==> src/rtl/core/bthalloc_pkg.sv <==
// Shared types and constants of the boundary-tag heap allocator.
`default_nettype none
package bthalloc_pkg;

  localparam logic [31:0] NilAddr    = 32'h0001_FFFF;
  localparam logic [31:0] InUse      = 32'h0000_0001;
  localparam logic [31:0] HdrBytes   = 32'd8;
  localparam logic [31:0] SplitMin   = 32'd16;

  typedef enum logic [0:0] {
    CFG_REGION_BEGIN = 1'b0,
    CFG_REGION_END   = 1'b1
  } cfg_reg_e;

  typedef enum logic [0:0] {
    FUNC_ALLOC = 1'b0,
    FUNC_FREE  = 1'b1
  } func_e;

  typedef enum logic [1:0] {
    RET_ALLOC,
    RET_FNEXT,
    RET_FPREV
  } ret_e;

  typedef enum logic [5:0] {
    ST_CLEAR, ST_IDLE,
    ST_FMT_CHK, ST_FMT_W1, ST_FMT_W2, ST_FMT_W3, ST_FMT_W4, ST_FMT_W5,
    ST_A_CHK, ST_A_FAIL, ST_A_SZ, ST_A_NX,
    ST_RM0, ST_RM1, ST_RM2, ST_RM3, ST_RM4,
    ST_AS0, ST_AS1, ST_AS2, ST_AS3, ST_AS4, ST_AN1, ST_AN2,
    ST_F0, ST_F1, ST_F2, ST_F3, ST_F_RDSZ, ST_F_ADD, ST_F5, ST_F6, ST_F8, ST_F9,
    ST_I0, ST_I1, ST_I2, ST_I3, ST_I4, ST_I5, ST_I6, ST_I7, ST_I8,
    ST_DONE
  } state_e;

  typedef enum logic [5:0] {
    OP_NONE, OP_CLEAR, OP_ACCEPT, OP_FMT_LATCH, OP_HEAD_NIL,
    OP_FMT_W0, OP_FMT_W1, OP_FMT_W2, OP_FMT_W3, OP_FMT_W4, OP_FMT_W5,
    OP_RES_FAIL, OP_RD_CUR4, OP_FIT, OP_RD_CUR8, OP_NXT,
    OP_RD_RM8, OP_RD_RM12, OP_RM_PV, OP_HEAD_NX, OP_WR_PV8_NX, OP_WR_NX12_PV,
    OP_RES_OK, OP_WR_CUR4_NEED, OP_WR_CURN_NEED, OP_WR_TAIL4, OP_WR_TAILEND,
    OP_WR_CUR4_SZ, OP_WR_CURS_SZ,
    OP_RD_SELF4, OP_TOTAL, OP_RD_NXT4, OP_SET_RM_NXT, OP_RD_RM4, OP_ADD_TOTAL,
    OP_RD_SELF, OP_SET_RM_PRV, OP_WR_SELF4, OP_WR_SELFT,
    OP_RD_INS4, OP_INS_INIT, OP_INS_STEP, OP_WR_INS12, OP_WR_INS8,
    OP_HEAD_INS, OP_WR_PV8_INS, OP_WR_CUR12_INS, OP_PUSH
  } dp_op_e;

  typedef struct packed {
    logic cur_nil;
    logic cnt_max;
    logic pv_nil;
    logic nx_nil;
    logic rd_free;
    logic fits;
    logic less;
    logic split;
    logic fmt_empty;
    logic clr_last;
    logic out_free;
  } dp_status_t;

endpackage
`default_nettype wire

==> src/rtl/core/bthalloc_ctrl.sv <==
// Controller state machine of the heap allocator.
`default_nettype none
module bthalloc_ctrl (
  input  wire logic                     clk_i,
  input  wire logic                     rst_ni,
  input  wire logic                     in_valid_i,
  output logic                          in_stall_o,
  input  wire logic                     func_i,
  input  wire logic                     cfg_we_i,
  input  wire bthalloc_pkg::dp_status_t status_i,
  output bthalloc_pkg::dp_op_e          op_o
);
  import bthalloc_pkg::*;

  state_e state_q, state_d;
  ret_e   ret_q, ret_d;
  logic   pend_q, pend_d;
  logic   idle_rdy;

  assign idle_rdy   = (state_q == ST_IDLE) && !pend_q;
  assign in_stall_o = !idle_rdy;

  always_ff @(posedge clk_i or negedge rst_ni) begin
    if (!rst_ni) begin
      state_q <= ST_CLEAR;
      ret_q   <= RET_ALLOC;
      pend_q  <= 1'b1;
    end else begin
      state_q <= state_d;
      ret_q   <= ret_d;
      pend_q  <= pend_d;
    end
  end

  // Next state.
  always_comb begin
    state_d = state_q;
    ret_d   = ret_q;
    pend_d  = pend_q;
    if ((state_q == ST_IDLE) && pend_q) begin
      pend_d = 1'b0;
    end
    if (cfg_we_i) begin
      pend_d = 1'b1;
    end
    case (state_q)
      ST_CLEAR:   if (status_i.clr_last) state_d = ST_IDLE;
      ST_IDLE: begin
        if (pend_q) begin
          state_d = ST_FMT_CHK;
        end else if (in_valid_i) begin
          state_d = (func_e'(func_i) == FUNC_FREE) ? ST_F0 : ST_A_CHK;
        end
      end
      ST_FMT_CHK: state_d = status_i.fmt_empty ? ST_IDLE : ST_FMT_W1;
      ST_FMT_W1:  state_d = ST_FMT_W2;
      ST_FMT_W2:  state_d = ST_FMT_W3;
      ST_FMT_W3:  state_d = ST_FMT_W4;
      ST_FMT_W4:  state_d = ST_FMT_W5;
      ST_FMT_W5:  state_d = ST_IDLE;
      ST_A_CHK:   state_d = (status_i.cur_nil || status_i.cnt_max) ? ST_A_FAIL : ST_A_SZ;
      ST_A_FAIL:  state_d = ST_DONE;
      ST_A_SZ: begin
        if (status_i.fits) begin
          state_d = ST_RM0;
          ret_d   = RET_ALLOC;
        end else begin
          state_d = ST_A_NX;
        end
      end
      ST_A_NX:    state_d = ST_A_CHK;
      ST_RM0:     state_d = ST_RM1;
      ST_RM1:     state_d = ST_RM2;
      ST_RM2:     state_d = ST_RM3;
      ST_RM3:     state_d = ST_RM4;
      ST_RM4:     state_d = (ret_q == RET_ALLOC) ? ST_AS0 : ST_F_RDSZ;
      ST_AS0:     state_d = status_i.split ? ST_AS1 : ST_AN1;
      ST_AS1:     state_d = ST_AS2;
      ST_AS2:     state_d = ST_AS3;
      ST_AS3:     state_d = ST_AS4;
      ST_AS4:     state_d = ST_I0;
      ST_AN1:     state_d = ST_AN2;
      ST_AN2:     state_d = ST_DONE;
      ST_F0:      state_d = ST_F1;
      ST_F1:      state_d = ST_F2;
      ST_F2:      state_d = ST_F3;
      ST_F3: begin
        if (status_i.rd_free) begin
          state_d = ST_RM0;
          ret_d   = RET_FNEXT;
        end else begin
          state_d = ST_F5;
        end
      end
      ST_F_RDSZ:  state_d = ST_F_ADD;
      ST_F_ADD:   state_d = (ret_q == RET_FNEXT) ? ST_F5 : ST_F8;
      ST_F5:      state_d = ST_F6;
      ST_F6: begin
        if (status_i.rd_free) begin
          state_d = ST_RM0;
          ret_d   = RET_FPREV;
        end else begin
          state_d = ST_F8;
        end
      end
      ST_F8:      state_d = ST_F9;
      ST_F9:      state_d = ST_I0;
      ST_I0:      state_d = ST_I1;
      ST_I1:      state_d = ST_I2;
      ST_I2:      state_d = (status_i.cur_nil || status_i.cnt_max) ? ST_I5 : ST_I3;
      ST_I3:      state_d = status_i.less ? ST_I4 : ST_I5;
      ST_I4:      state_d = ST_I2;
      ST_I5:      state_d = ST_I6;
      ST_I6:      state_d = ST_I7;
      ST_I7:      state_d = ST_I8;
      ST_I8:      state_d = ST_DONE;
      ST_DONE:    if (status_i.out_free) state_d = ST_IDLE;
      default:    state_d = ST_IDLE;
    endcase
  end

  // Datapath command.
  always_comb begin
    op_o = OP_NONE;
    case (state_q)
      ST_CLEAR: op_o = OP_CLEAR;
      ST_IDLE: begin
        if (pend_q) begin
          op_o = OP_FMT_LATCH;
        end else if (in_valid_i) begin
          op_o = OP_ACCEPT;
        end
      end
      ST_FMT_CHK: op_o = status_i.fmt_empty ? OP_HEAD_NIL : OP_FMT_W0;
      ST_FMT_W1:  op_o = OP_FMT_W1;
      ST_FMT_W2:  op_o = OP_FMT_W2;
      ST_FMT_W3:  op_o = OP_FMT_W3;
      ST_FMT_W4:  op_o = OP_FMT_W4;
      ST_FMT_W5:  op_o = OP_FMT_W5;
      ST_A_CHK:   op_o = (status_i.cur_nil || status_i.cnt_max) ? OP_NONE : OP_RD_CUR4;
      ST_A_FAIL:  op_o = OP_RES_FAIL;
      ST_A_SZ:    op_o = status_i.fits ? OP_FIT : OP_RD_CUR8;
      ST_A_NX:    op_o = OP_NXT;
      ST_RM0:     op_o = OP_RD_RM8;
      ST_RM1:     op_o = OP_RD_RM12;
      ST_RM2:     op_o = OP_RM_PV;
      ST_RM3:     op_o = status_i.pv_nil ? OP_HEAD_NX : OP_WR_PV8_NX;
      ST_RM4:     op_o = status_i.nx_nil ? OP_NONE : OP_WR_NX12_PV;
      ST_AS0:     op_o = OP_RES_OK;
      ST_AS1:     op_o = OP_WR_CUR4_NEED;
      ST_AS2:     op_o = OP_WR_CURN_NEED;
      ST_AS3:     op_o = OP_WR_TAIL4;
      ST_AS4:     op_o = OP_WR_TAILEND;
      ST_AN1:     op_o = OP_WR_CUR4_SZ;
      ST_AN2:     op_o = OP_WR_CURS_SZ;
      ST_F0:      op_o = OP_RD_SELF4;
      ST_F1:      op_o = OP_TOTAL;
      ST_F2:      op_o = OP_RD_NXT4;
      ST_F3:      op_o = status_i.rd_free ? OP_SET_RM_NXT : OP_NONE;
      ST_F_RDSZ:  op_o = OP_RD_RM4;
      ST_F_ADD:   op_o = OP_ADD_TOTAL;
      ST_F5:      op_o = OP_RD_SELF;
      ST_F6:      op_o = status_i.rd_free ? OP_SET_RM_PRV : OP_NONE;
      ST_F8:      op_o = OP_WR_SELF4;
      ST_F9:      op_o = OP_WR_SELFT;
      ST_I0:      op_o = OP_RD_INS4;
      ST_I1:      op_o = OP_INS_INIT;
      ST_I2:      op_o = (status_i.cur_nil || status_i.cnt_max) ? OP_NONE : OP_RD_CUR4;
      ST_I3:      op_o = status_i.less ? OP_INS_STEP : OP_NONE;
      ST_I4:      op_o = OP_NXT;
      ST_I5:      op_o = OP_WR_INS12;
      ST_I6:      op_o = OP_WR_INS8;
      ST_I7:      op_o = status_i.pv_nil ? OP_HEAD_INS : OP_WR_PV8_INS;
      ST_I8:      op_o = status_i.cur_nil ? OP_NONE : OP_WR_CUR12_INS;
      ST_DONE:    op_o = status_i.out_free ? OP_PUSH : OP_NONE;
      default:    op_o = OP_NONE;
    endcase
  end

  a_cfg_sets_pend: assert property (@(posedge clk_i) disable iff (!rst_ni)
    cfg_we_i |=> pend_q)
    else $error("config write did not schedule a reformat");

  a_pend_blocks_input: assert property (@(posedge clk_i) disable iff (!rst_ni)
    pend_q |-> in_stall_o)
    else $error("input taken while reformat pending");

  a_done_to_idle: assert property (@(posedge clk_i) disable iff (!rst_ni)
    (state_q == ST_DONE && status_i.out_free) |=> (state_q == ST_IDLE))
    else $error("result delivered but controller not idle");

  a_fmt_before_item: assert property (@(posedge clk_i) disable iff (!rst_ni)
    (state_q == ST_CLEAR) |-> in_stall_o)
    else $error("input taken during heap clear");
endmodule
`default_nettype wire

==> config.mk <==
export PLATFORM = sky130hd
export DESIGN_NAME = bthalloc_ctrl
export DESIGN_NICKNAME = d
export VERILOG_FILES = /design/src/rtl/core/bthalloc_pkg.sv /design/src/rtl/core/bthalloc_ctrl.sv
export SDC_FILE = /design/constraint.sdc
export NUM_CORES = 1
export LEC_CHECK = 0
export BUFFER_PORTS_ARGS = -buffer_cell sky130_fd_sc_hd__buf_4
export CELL_PAD_IN_SITES_DETAIL_PLACEMENT = 0
export CELL_PAD_IN_SITES_GLOBAL_PLACEMENT = 1
export CORE_ASPECT_RATIO = 0.75
export CORE_MARGIN = 2
export CORE_UTILIZATION = 45
export CTS_CLUSTER_SIZE = 40
export DETAILED_ROUTE_END_ITERATION = 6
export PLACE_DENSITY_LB_ADDON = 0.3
export SETUP_SLACK_MARGIN = 0.3
export SLEW_MARGIN = 20
export SYNTH_ARGS = -nofsm -noshare
export SYNTH_HDL_FRONTEND = slang
export SYNTH_SLANG_ARGS = --single-unit
==> constraint.sdc <==
create_clock -name clk_i -period 4.1 [get_ports clk_i]
set_input_delay 0.615 -clock clk_i [delete_from_list [all_inputs] [get_ports clk_i]]
set_output_delay 0.615 -clock clk_i [all_outputs]
set_load 0.05 [all_outputs]
==> metrics.csv, run 1 <==
stage;metric;value;unit
outcome;status;finished clean;
setup_path;crit_chain;nand2b_2, nor2_2, nand3_1, nand3_1, or4_4, buf_4;
timing;worst_pin_slew;0.751;ns
timing;rsz0062_at_grt;no;
placed_design;place_area;1790;um^2
layout;nNetsFinal;262;
synth;synth_area_leaders;dfrtp_1, o21ai_0, buf_6;
power;ir_drop;0.477;mV
clock_tree;cts_root_buffer;clkbuf_8;
clock_tree;clk_path_buf_depth;2;
layout;final_cell_area;1830;um^2
setup_path;cp_max_fo;20;
route;wl_met1;2.53;mm
synth;seq_area_frac_synth;0.134;
clock_tree;cts_setup_buffers;0;
layout;antenna_cells;0;
setup_path;path_buf_inv;1;
placed_design;place_congestion;1.04;
placed_design;hpwl;4.17;mm
timing;finalSetupViolCount;0;
route;dr.max_layer_used;met4;
clock_tree;path_clk_slew;0.04;ns
synth;synth.net_count;252;
setup_path;cp-start-kind;flop;
synth;syn_inst;236;
layout;area_growth;8.77;%
power;power;1640;uW
floorplan;die_area;4250;um^2
placed_design;dp.cells;293;
layout;seqCellArea;226;um^2
timing;slew_violations;0;
route;num_vias;1997;
setup_path;cp_slowest_cell;dfrtp_1;
clock_tree;cts_buffers;3;
power;power_density;895;nW/um^2
synth;synth_compound_area_frac;0.354;
synth;yosysTopAreaCell;dfrtp_1;
timing;fin_crit;3.11;ns
synth;synth_top_family_by_area;simple AND/OR/NAND/NOR gates;
setup_path;crit_required;3.48;ns
synth;synthesis.area;1680;um^2
global_routing;grt_pass1_vias;1759;
layout;multiInputGateArea;1250;um^2
timing;finalHoldViolations;0;
route;drtIter0Drc;323;
route;wire_per_inst;19.0;um
floorplan;start_util;0.466;
timing;setup_tns;0;ns
global_routing;antenna_found_initial;0;
route;drtPass1Iterations;6;
timing;finalClockSkew;0.000997;ns
synth;ys_types;63;
floorplan;chipHeight;57.0;um
power;power.leakage;0.000724;uW
synth;synth-xor-area-share;0.0156;
layout;mostFrequentLayoutCells;buf_4, o21ai_0, nor2_1;
setup_path;crit_family;simple AND/OR/NAND/NOR gates;
route;wl_met3;591;um
global_routing;grt_first_pass_wirelength;9.16;mm
floorplan;placement_rows;19;
route;drcViolationCount;0;
clock_tree;clock_sinks;9;
setup_path;crit_top_cell;nand3_1;
clock_tree;holdBufCountCts;0;
synth;synthFlopType;dfrtp_1;
min_path;min-delay-path-class;primary input to async pin;
global_routing;grt_start_max_net_pins;23;
clock_tree;htree_levels;1;
synth;yosys.area_share.simple;0.361;
synth;async_flop_share;1.00;
timing;fin_crit_sh;0.759;
flow_run;maxCapViolCount;0;
placed_design;port_buffers;22;
floorplan;io_pins;23;
synth;syn_avg_cell_area;7.14;um^2
route;wirelength;5.66;mm
synth;synth-edff-count;0;
setup_path;critPathMaxStageDelay;0.72;ns
global_routing;track_usage;0.279;
route;antenna_left;0;
route;viasPerCell;6.72;
timing;slew_headroom;0.499;
layout;layout_commonest_cell;buf_4;
clock_tree;tritoncts;done;
timing;timing.fmax;321;MHz
setup_path;critPathKind;flop to output pin;
clock_tree;clk_latency;0.23;ns
synth;synthAdderAreaFrac;0;
floorplan;core_area;3610;um^2
synth;yosys_warnings;0;
synth;muxShareOfSynthArea;0.0119;
route;wl_met2;2.43;mm
synth;synth_top_area_frac;0.119;
layout;fillCellCount;405;
setup_path;cp-end-kind;output pin;
synth;ys_ff_latch;9;
clock_tree;cts_resized;0;
layout;drive_gt1_frac;0.220;
layout;instances_no_fill;297;
floorplan;die_w;74.6;um
global_routing;grt_overflow;0;
setup_path;critPathArrivalTime;2.50;ns
==> report_power, final <==
| group | switching [uW] | internal (uW) |
|---|---|---|
| logic | 806 | 468 |
| registers | 141 | 123 |
| clock network | 33.9 | 67.6 |
| total | 981 | 659 |
==> worst paths after layout <==
| kind | endpoint | from | slack, ns | cells past startpoint |
|---|---|---|---|---|
| max | op_o[3] | state_q[2]$_DFFE_PN0P_ | 0.99 | 6 |
| min | state_q[4]$_DFFE_PN0P_ | rst_ni | 0.20 | 1 |
| max reg2reg | state_q[4]$_DFFE_PN0P_ | state_q[0]$_DFFE_PN0P_ | 1.87 | 6 |
| min reg2reg | pend_q$_DFFE_PN1P_ | pend_q$_DFFE_PN1P_ | 0.54 | 1 |
| max in group asynchronous | pend_q$_DFFE_PN1P_ | rst_ni | 3.68 | 1 |
| min in group clk_i | pend_q$_DFFE_PN1P_ | pend_q$_DFFE_PN1P_ | 0.54 | 1 |
==> kinds of logic (layout without fill, tap and decap cells) <==
group           count (synthesis)  count (layout)
flops                           9               9
buf+inv                        31              40
mux                             2               2
compound gates                 88              88
xor+xnor                        3               3
simple gates                  103             103
==> worst register-to-register path: stages, from the launching register on <==
cell,delay (ns)
dfrtp_1,0.75
buf_4,0.32
nand2_1,0.07
buf_4,0.21
nor4_1,0.47
a221oi_1,0.15
a21oi_1,0.18
==> cell usage after synthesis (all sizes together), types with 4 or more instances <==
cell type	count
a22oi	4
nand4	4
or4	5
nand2b	8
nor2	20
a21oi	15
o31ai	4
nor3	11
o21ai	22
a211o	4
buf	23
inv	7
or2	4
nand3	9
nor4	6
nor2b	6
o211ai	5
nand2	18
dfrtp	8
o22ai	4
==> sequential cells by signal (all words and copies together) (netlist names) <==
register / flops
pend_q: 1
ret_q: 2
state_q: 6
==> routing by layer <==
layer  GRT usage  vias to the layer above
met3      0.0530                       18
met5           0                        -
met2       0.405                      139
li1            -                      927
met1       0.439                      913
met4      0.0332                        0
==> cell type report <==
| type | count | share of cell area |
|---|---|---|
| multi-input combinational | 196 | 0.683 |
| sequential | 9 | 0.124 |
| timing repair buffer | 29 | 0.119 |
| tap | 52 | 0.0355 |
| clock buffer | 4 | 0.0246 |
| inverter | 7 | 0.0143 |
==> per-stage QoR <==
stage	util	setup slack [ns]	hold slack, ns
after detailed placement	0.494	1.29	0.447
after global placement	0.494	1.29	0.447
after CTS	0.507	1.03	0.201
after global routing	0.507	0.857	0.199
final	0.507	0.989	0.202
after floorplan	-	1.19	0.319
Power figures use the tool's default switching activity.
==> run 2: changes to the inputs <==
CORE_UTILIZATION = 42   (was 45)
clock period = 3.24 ns   (was 4.1 ns; I/O delays follow)
==> run 2 against run 1 <==
Against the previous run:
- worst hold slack worse by 0.14 ns
- core utilization fell by 0.76 points
- first-iteration DRC count decreased by 27%
- final cell count is 1.7% higher
- global-route usage is 2.0 points lower
- cell area increased by 2.4%
- critical path type unchanged
- largest cell class unchanged
- highest routed layer unchanged
==> metrics.csv, run 2 (synthesis results as in run 1) <==
stage;metric;value;unit
floorplan;die_w;77.1;um
clock_tree;htree_levels;1;
layout;drive_gt1_frac;0.256;
layout;area_growth;11.4;%
floorplan;die_area;4540;um^2
timing;timing.fmax;351;MHz
power;seqPwrFrac;0.146;
power;clock_power_share;0.063;
route;viasPerCell;6.70;
clock_tree;cts_setup_buffers;0;
setup_path;cp-end-kind;output pin;
layout;reg_top3;state_q: 6 flops, ret_q: 2 flops, pend_q: 1 flops;
layout;layout_commonest_cell;buf_4;
setup_path;critPathMaxStageDelay;0.53;ns
global_routing;track_usage;0.259;
timing;finalHoldViolations;0;
setup_path;crit_chain;buf_4, nand2b_2, nor2_2, nand3_1, nand3_1, or4_4, buf_4;
clock_tree;holdBufCountCts;0;
timing;finalSetupViolCount;0;
clock_tree;clk_latency;0.24;ns
timing;fin_crit_sh;0.879;
setup_path;cp_slowest_cell;or4_4;
layout;top_register;state_q;
power;ir_drop;0.492;mV
clock_tree;cts_root_buffer;clkbuf_8;
timing;setup_slack;0.393;ns
placed_design;place_congestion;0.981;
global_routing;grt_first_pass_wirelength;9.25;mm
global_routing;grt_overflow;0;
layout;antenna_cells;0;
power;power.leakage;0.000743;uW
floorplan;io_pins;23;
timing;slew_headroom;0.575;
global_routing;antenna_found_initial;0;
global_routing;grt_pass1_vias;1777;
clock_tree;tritoncts;done;
clock_tree;cts_resized;0;
setup_path;crit_family;simple AND/OR/NAND/NOR gates;
setup_path;cp-start-kind;flop;
route;antenna_left;0;
power;switching_share;0.588;
route;drcViolationCount;0;
power;internal_power;876;uW
min_path;min-delay-path-class;primary input to async pin;
power;power;2130;uW
timing;worst_pin_slew;0.636;ns
floorplan;start_util;0.448;
floorplan;placement_rows;19;
route;wirelength;5.80;mm
floorplan;chipHeight;58.8;um
placed_design;place_ws;0.595;ns
timing;setup_tns;0;ns
timing;whs;0.0651;ns
setup_path;critPathArrivalTime;2.36;ns
layout;seqCellArea;233;um^2
clock_tree;path_clk_slew;0.05;ns
timing;rsz0062_at_grt;no;
layout;fillCellCount;402;
clock_tree;cts_buffers;3;
route;wire_per_inst;19.2;um
power;comb_power_share;0.791;
layout;largest_register_ffs;6;
placed_design;port_buffers;22;
layout;nNetsFinal;267;
route;drtPass1Iterations;6;
timing;slew_violations;0;
placed_design;hpwl;4.38;mm
floorplan;core_area;3760;um^2
outcome;status;finished clean;
setup_path;cp_max_fo;17;
power;power.net_switching;1250;uW
clock_tree;clock_sinks;9;
timing;fin_crit;2.85;ns
route;num_vias;2022;
setup_path;crit_required;2.75;ns
flow_run;maxCapViolCount;0;
layout;multiInputGateArea;1250;um^2
clock_tree;clk_path_buf_depth;2;
layout;mostFrequentLayoutCells;buf_4, o21ai_0, nor2_1;
global_routing;grt_start_max_net_pins;23;
setup_path;critPathKind;flop to output pin;
power;power_density;1130;nW/um^2
layout;postLayoutCoreUtil;0.499;
route;drtIter0Drc;236;
timing;finalClockSkew;0.00363;ns
setup_path;path_buf_inv;2;
run 2: cell types whose count changed in the layout (fill, tap and decap cells not counted):
cell     before  now
buf_4        29   34
dfrtp_1       8    3
dfrtp_2       0    5
run 2: layer usage:
metal / vias to the layer above / track usage / part of all wire
met4: 0 / 0.0689 / 0.021
met2: 139 / 0.375 / 0.42
met3: 14 / 0.0736 / 0.12
met5: - / 0 / 0
li1: 937 / - / -
met1: 932 / 0.375 / 0.44
run 2: per-stage QoR:
stage | std cells | area [um^2]
6_report | 302 | 1880
2_1_floorplan | 236 | 1680
3_3_place_gp | 298 | 1820
3_5_place_dp | 298 | 1820
5_1_grt | 302 | 1880
4_1_cts | 302 | 1870
run 2: final timing paths:
kind,slack [ns],endpoint,from,cells after the start
min in group clk_i,0.44,pend_q$_DFFE_PN1P_,cfg_we_i,2
worst max-delay path,0.39,op_o[3],state_q[3]$_DFFE_PN0P_,7
worst min-delay path,0.07,state_q[0]$_DFFE_PN0P_,rst_ni,1
max in group asynchronous,2.96,pend_q$_DFFE_PN1P_,rst_ni,1
worst max register to register,1.28,state_q[0]$_DFFE_PN0P_,state_q[4]$_DFFE_PN0P_,6
worst min register to register,0.55,pend_q$_DFFE_PN1P_,pend_q$_DFFE_PN1P_,1
run 2: final cells by class:
type | count | share of cell area
well taps | 52 | 0.0347
repair buffers | 34 | 0.136
inverters | 7 | 0.0140
flip-flops and latches | 9 | 0.124
clock buffers | 4 | 0.0240
multi-input cells | 196 | 0.667
run 2: power groups by stage:
stage | combinational, uW | clock [uW] | sequential, uW
floorplan | 1400 | 0 | 190
global placement | 1680 | 0 | 303
detailed placement | 1650 | 0 | 301
CTS | 1650 | 133 | 300
global route | 1800 | 141 | 325
finish | 1680 | 133 | 311
